$ cat src/design/ted_pkg.sv
// ted_pkg: shared constants and types for the tempo envelope ducker.
// No dependencies.
package ted_pkg;
  localparam logic [1:0] FUNC_FRAME = 2'd0;
  localparam logic [1:0] FUNC_TWRITE = 2'd1;
  localparam logic [1:0] FUNC_SYNC = 2'd2;
  localparam logic [1:0] FUNC_SPARE = 2'd3;

  localparam logic [1:0] CFG_TRIGGER = 2'd0;
  localparam logic [1:0] CFG_MIX = 2'd1;
  localparam logic [1:0] CFG_STEP = 2'd2;
  localparam logic [1:0] CFG_COEF = 2'd3;

  localparam logic [16:0] UNITY_Q15 = 17'd32768;

  // Serial multiplier control.
  typedef struct packed {
    logic start;
    logic busy;
  } mul_ctl_t;
endpackage

$ cat src/design/ted_sermul.sv
// ted_sermul: bit-serial unsigned multiplier, one multiplier bit per cycle.
// Depends on ted_pkg.
module ted_sermul #(
  parameter int AW = 40,
  parameter int BW = 17
) (
  input  logic                 clk,
  input  logic                 rst_n,
  input  logic                 start,
  input  logic [AW-1:0]        a,
  input  logic [BW-1:0]        b,
  output ted_pkg::mul_ctl_t    ctl,
  output logic [AW+BW-1:0]     prod
);
  import ted_pkg::*;
  localparam int CW = $clog2(BW + 1);
  logic [AW+BW-1:0] acc_r, acc_nxt;
  logic [AW+BW-1:0] mc_r, mc_nxt;
  logic [BW-1:0] mb_r, mb_nxt;
  logic [CW-1:0] cnt_r, cnt_nxt;

  // Shift and add one bit per cycle.
  always_comb begin
    acc_nxt = acc_r;
    mc_nxt = mc_r;
    mb_nxt = mb_r;
    cnt_nxt = cnt_r;
    if (start) begin
      acc_nxt = '0;
      mc_nxt = {{BW{1'b0}}, a};
      mb_nxt = b;
      cnt_nxt = CW'(BW);
    end else if (cnt_r != '0) begin
      if (mb_r[0]) acc_nxt = acc_r + mc_r;
      mc_nxt = mc_r << 1;
      mb_nxt = mb_r >> 1;
      cnt_nxt = cnt_r - 1'b1;
    end
  end

  always_ff @(posedge clk) begin
    if (!rst_n) begin
      cnt_r <= '0;
    end else begin
      cnt_r <= cnt_nxt;
    end
    acc_r <= acc_nxt;
    mc_r <= mc_nxt;
    mb_r <= mb_nxt;
  end

  assign ctl.start = start;
  assign ctl.busy = (cnt_r != '0);
  assign prod = acc_r;
endmodule
$ cat config.mk
export PLATFORM = sky130hd
export DESIGN_NAME = ted_sermul
export DESIGN_NICKNAME = d
export VERILOG_FILES = /design/src/design/ted_pkg.sv /design/src/design/ted_sermul.sv
export SDC_FILE = /design/constraint.sdc
export NUM_CORES = 1
export LEC_CHECK = 0
export BUFFER_PORTS_ARGS = -buffer_cell sky130_fd_sc_hd__buf_2
export CAP_MARGIN = 0
export CORE_ASPECT_RATIO = 0.8
export CORE_UTILIZATION = 59
export DETAILED_ROUTE_END_ITERATION = 16
export PLACE_DENSITY = 0.82
export SLEW_MARGIN = 20
export SYNTH_ARGS = -nofsm -noshare
export SYNTH_HDL_FRONTEND = slang
export SYNTH_SLANG_ARGS = --single-unit
$ cat constraint.sdc
create_clock -name clk -period 4.1 [get_ports clk]
set_clock_uncertainty 0.1 [all_clocks]
set_input_delay 0.615 -clock clk [delete_from_list [all_inputs] [get_ports clk]]
set_output_delay 0.615 -clock clk [all_outputs]
set_load 0.05 [all_outputs]
Word-level counts from Yosys, hierarchy flattened
Index checks and enable logic that the tools add are counted.

Add/subtract/negate cells: 2. Mux-type cells: 6. Bitwise logic cells: 1. Reduce and logical (&&, ||, !) cells: 4.

Operator list (count): 40-bit two-way mux (2); 57-bit adder (1); 17-bit two-way mux (2); 5-bit two-way mux (2); 5-bit nonzero test (1); 5-bit by 1-bit subtractor with 5-bit output, second input constant (1); 2-bit AND reduction (1); 2-bit nonzero test (1); 2-bit OR reduction (1); 1-bit NOT (1).

Flip-flop bits (word level): 136. Bits of input ports: 60. Word-level logic and storage cells: 19.

Longest topological paths before layout
Depth in word-level cells: 3. Depth in mapped cells: 12. Mapped depth without buffers: 12.

Least setup slack after synthesis
Ideal clock, no wire load.

Path type: flip-flop to flip-flop. Start: register acc_r[0] (netlist: prod[0]). End: register acc_r[36] (netlist: prod[36]). Setup time: 0.121 ns. Arrival time: 3.038 ns. Setup slack: 0.841 ns. Stages on the path, launching flop included: 13. Clock period less this slack: 3.259 ns. Cells stage by stage: dfxtp_1 -> ha_1 -> fa_1 -> a21oi_2 -> nor2_1 -> nor4b_2 -> o31ai_2 -> a221oi_2 -> o31ai_2 -> a31o_2 -> a221oi_2 -> xor2_1 -> o21ai_1.

Cells in the longest elaborated chain, start to end: 1.

Ends and longest elaborated chain: start: declaration (line ted_sermul.sv:17) `logic [AW+BW-1:0] acc_r, acc_nxt;`; start signal: assignment (line ted_sermul.sv:47) `acc_r <= acc_nxt;`; 57-bit adder (line ted_sermul.sv:34) `if (mb_r[0]) acc_nxt = acc_r + mc_r;`.

Every way passes these cells. A chain may end at the register's enable or synchronous reset.

Final worst setup path
Start: register mc_r[0]. End: register acc_r[36] (netlist: prod[36]).

Cells in the longest elaborated chain, start to end: 1.

Ends and longest elaborated chain: start: declaration (line ted_sermul.sv:18) `logic [AW+BW-1:0] mc_r, mc_nxt;`; start signal: assignment (line ted_sermul.sv:48) `mc_r <= mc_nxt;`; 57-bit adder (line ted_sermul.sv:34).

Every way passes these cells.

==> summary by stage <==
Global route
The first-pass GRT wire length is about 32 mm. The number of antenna violations at the first check in global routing is 3. In the global route stage, overall resource usage came out at 27.7%. The total congestion overflow after global routing is 0. The number of global-route vias before repair is 6,660. The largest net degree at the start of global routing is 83.

Setup path
The category of the worst setup path capture point is a register. STA puts the critical path data required time at 4.30 ns. The family of cells with the greatest summed delay on the critical path is compound AO/OA/AOI/OAI gates. The worst setup path is of the register to register kind. STA classifies the critical path startpoint as a register.

Data on the critical path arrives at its endpoint at ~3.6 ns. The critical path goes through ha_1 -> fa_1 -> a21oi_2 -> nor2_1 -> nor4b_2 -> o31ai_2 -> a221oi_2 -> o31ai_2 -> a31o_2 -> a221oi_2 -> xor2_1 -> o21ai_1. The largest fanout on the critical path is 3. The buffering stage count on the worst path with inverters included is 0. The slowest stage of the critical path is the sky130_fd_sc_hd__fa_1 cell.

For this run, the slowest stage of the critical path takes 0.42 ns.

STA
The max-slew violation total from the final report is 0. At the pin with the least slew margin, the transition time is just over 0.7 ns. After routing, the total negative slack on setup checks comes to 0 ns. The maximum clock rate is 293 MHz. Setup repair after global routing left no endpoint under its margin. The number of setup violations in the final report is 0. The count of final hold-check violations is 0. The worst pin sits at a relative slew slack of 51.1%.

After layout, the minimum clock period comes to ~3.4 ns. The post-route worst setup slack is slightly below 0.7 ns. In the finished design, the share of the clock period the worst path needs comes to 83.3%.

Clock network
The clock transition time at the flip-flop clock pins of the worst setup and hold paths is 0.07 ns. The post-CTS repair timing setup buffer count is 0. Buffers inserted to repair hold after CTS numbered 0. After clock tree synthesis, the repair step resized 0 gates.

The clock insertion delay at the later pin of the skew report is approximately 0.42 ns. The number of levels in the clock H-tree is 4. The number of sinks on the clock net is 136. The TritonCTS buffer count is 17.

The clock passes through at most 2 buffers. The cell sitting at the root of the clock tree is a sky130_fd_sc_hd__clkbuf_16. The clock tree from TritonCTS is yes.

Detailed routing
The DRC violation count after routing is 0. After detailed routing, the total wire length is 20.0 mm. The routed layout has 7,262 vias.

The remaining number of nets flagged by the antenna check after routing is 0. The wire length per cell is 16.4 µm. The per-cell via count in the routed design is 5.96. The initial DRC count is 551.

The pre-antenna-repair detailed-routing pass consisted of 5 iterations.

Logic synthesis
The top cell type by area accounts for 20.0% of the synthesized area. For this run, the number of Yosys warnings is 0. Synthesis produced a netlist with a net count of 1,055. The portion of the post-synthesis area used by sequential elements is between 30% and 40%. The most frequently used flop master after synthesis is sky130_fd_sc_hd__dfxtp_1. Synthesis produced a netlist whose cell count is 936. Sorting the synthesized cells by area gives the leading types as sky130_fd_sc_hd__edfxtp_1 (20%), sky130_fd_sc_hd__dfxtp_1 (18%), sky130_fd_sc_hd__ha_1 (8.5%). Averaged over all synthesized cells, the footprint is 9.14 µm². The biggest area consumer among synthesized cells is sky130_fd_sc_hd__edfxtp_1. The share of synthesized flip-flops with an asynchronous set or reset is 0%. Synthesis instantiated 76 different standard cells from the library. The total of flip-flops plus latches after synthesis is ~140.

The cell with the most instances after synthesis is sky130_fd_sc_hd__nand2_1. The count of flip-flops with a built-in enable after synthesis is 57. In the synthesized netlist, the cells that appear most often are sky130_fd_sc_hd__nand2_1 (158), sky130_fd_sc_hd__a21oi_1 (106), sky130_fd_sc_hd__dfxtp_1 (79). The post-synthesis cell area is 0.00855 mm².

Run
The tool flagged a number of max-cap violations equal to 0.

Layout
The relative area change from synthesis to final layout is 14.3%. In the final design database the tool counted around 1.1k nets. The finished layout holds 1,219 standard cells, fillers aside. The area used by sequential logic in the layout is 0.00329 mm².

The multi-input combinational cells in the finished layout cover a total of 0.00496 mm². The final instance area is 0.00977 mm². At the end of the flow the core is filled with cells to 70.6%.

The layout cell share with drive strength beyond 1 is 24.5%. The filler cell count in the final layout is approximately 1.1k.

Status
The run finished with clean final reports.

Floorplan
The die is 137 µm wide. The I/O pin count is 119. The number of standard-cell rows in the floorplan is 38.

The core area is 0.0138 mm². The area enclosed by the die boundary is 0.0150 mm². The die height is 110 µm.

The initial utilization of the core area, before any placement, comes to 61.8%.

Pwr
For this design the ratio of total power to cell area is around 600 mW/mm². VDD sags by at most 366 µV. The leakage power is 4.18 nW.

Worst hold path
The type of the tightest min-delay check is primary input to register.

Placed design
In this run the tool buffered the top-level ports with ~120 buffer cells. The weighted congestion reported at the end of routability-driven placement is approximately 0.95. The number of placed instances, taps included, is 1,185. The wire-length estimate of the detail-placed layout is 14.3 mm. After detailed placement, the total cell area comes to 0.00921 mm². Before CTS, the worst setup slack after placement is roughly 0.74 ns.
-- cell type report --
class | count | area share (%)
Multi-Input combinational cell | 728 | 50.7
Sequential cell | 136 | 33.7
Timing Repair Buffer | 126 | 6.94
Clock buffer | 17 | 4.35
Tap cell | 180 | 2.30
Clock inverter | 15 | 1.33
Inverter | 15 | 0.576
Antenna cell | 2 | 0.0512
-- where the power goes --
part           total [mW]  leakage [nW]  internal [mW]  switching, mW
Combinational        2.70          2.67          0.931           1.77
Clock                1.46         0.265          0.796          0.664
Sequential           1.88          1.24           1.69          0.185
-- layer usage --
metal  track usage, %  share of wire, %  vias up
met5                0             0.060        -
met4             8.17               1.5        2
met3             7.56               8.0       30
met2             42.0                42      292
met1             38.4                48     3365
li1                 -                 -     3573
-- placed cells by master, fill, tap and decap left out, drive strengths merged, types with 3 or more instances in the layout --
cell,netlist,routed
nand3,22,22
buf,30,126
o21a,8,8
o21bai,6,6
o31ai,8,8
nor4b,3,3
ha,58,58
a221oi,3,3
clkbuf,27,17
o21ai,44,44
nand3b,8,8
a221o,3,3
mux2,55,55
a31o,4,4
nor2b,9,9
clkinvlp,0,3
xnor2,32,32
and2,6,6
dfxtp,79,79
nand2b,5,5
nor3,18,18
nor2,44,44
edfxtp,57,57
a211oi,13,13
nand4,9,9
a31oi,11,11
inv,15,24
and3,8,8
nand2,160,160
xor2,18,18
clkinv,0,3
a21oi,113,113
a21o,24,24
-- metrics by stage --
| stage | hold WS [ns] | power (mW) |
|---|---|---|
| finish | 0.340 | 6.04 |
| global route | 0.344 | 6.37 |
| CTS | 0.331 | 6.02 |
| detailed placement | 0.363 | 4.54 |
| global placement | 0.358 | 4.50 |
| floorplan | 0.349 | 4.00 |
-- registers in the layout, summed over array words and instances, names as in the netlist --
| name | flops |
|---|---|
| prod | 57 |
| mb_r | 17 |
| mc_r | 57 |
| cnt_r | 5 |
-- cell families after synthesis --
group	Yosys count	share of synthesized area, %
compound gates	259	20.1
fa+ha+maj	59	8.72
mux	56	7.36
flops	136	38.5
buf+inv	72	3.72
xor+xnor	50	5.12
simple gates	304	16.4
-- worst paths after layout --
path         depth (start not counted)  slack [ns]                     to                   from
max                                 12        0.68  prod[36]$_SDFFE_PP0P_  mc_r[0]$_SDFFCE_PN0P_
min                                  2        0.34  cnt_r[0]$_SDFFE_PN0P_                  rst_n
max reg2reg                         12        0.68  prod[36]$_SDFFE_PP0P_  mc_r[0]$_SDFFCE_PN0P_
min reg2reg                          2        0.38  prod[29]$_SDFFE_PP0P_  prod[29]$_SDFFE_PP0P_
No activity file was read; power rests on OpenSTA's default activity.
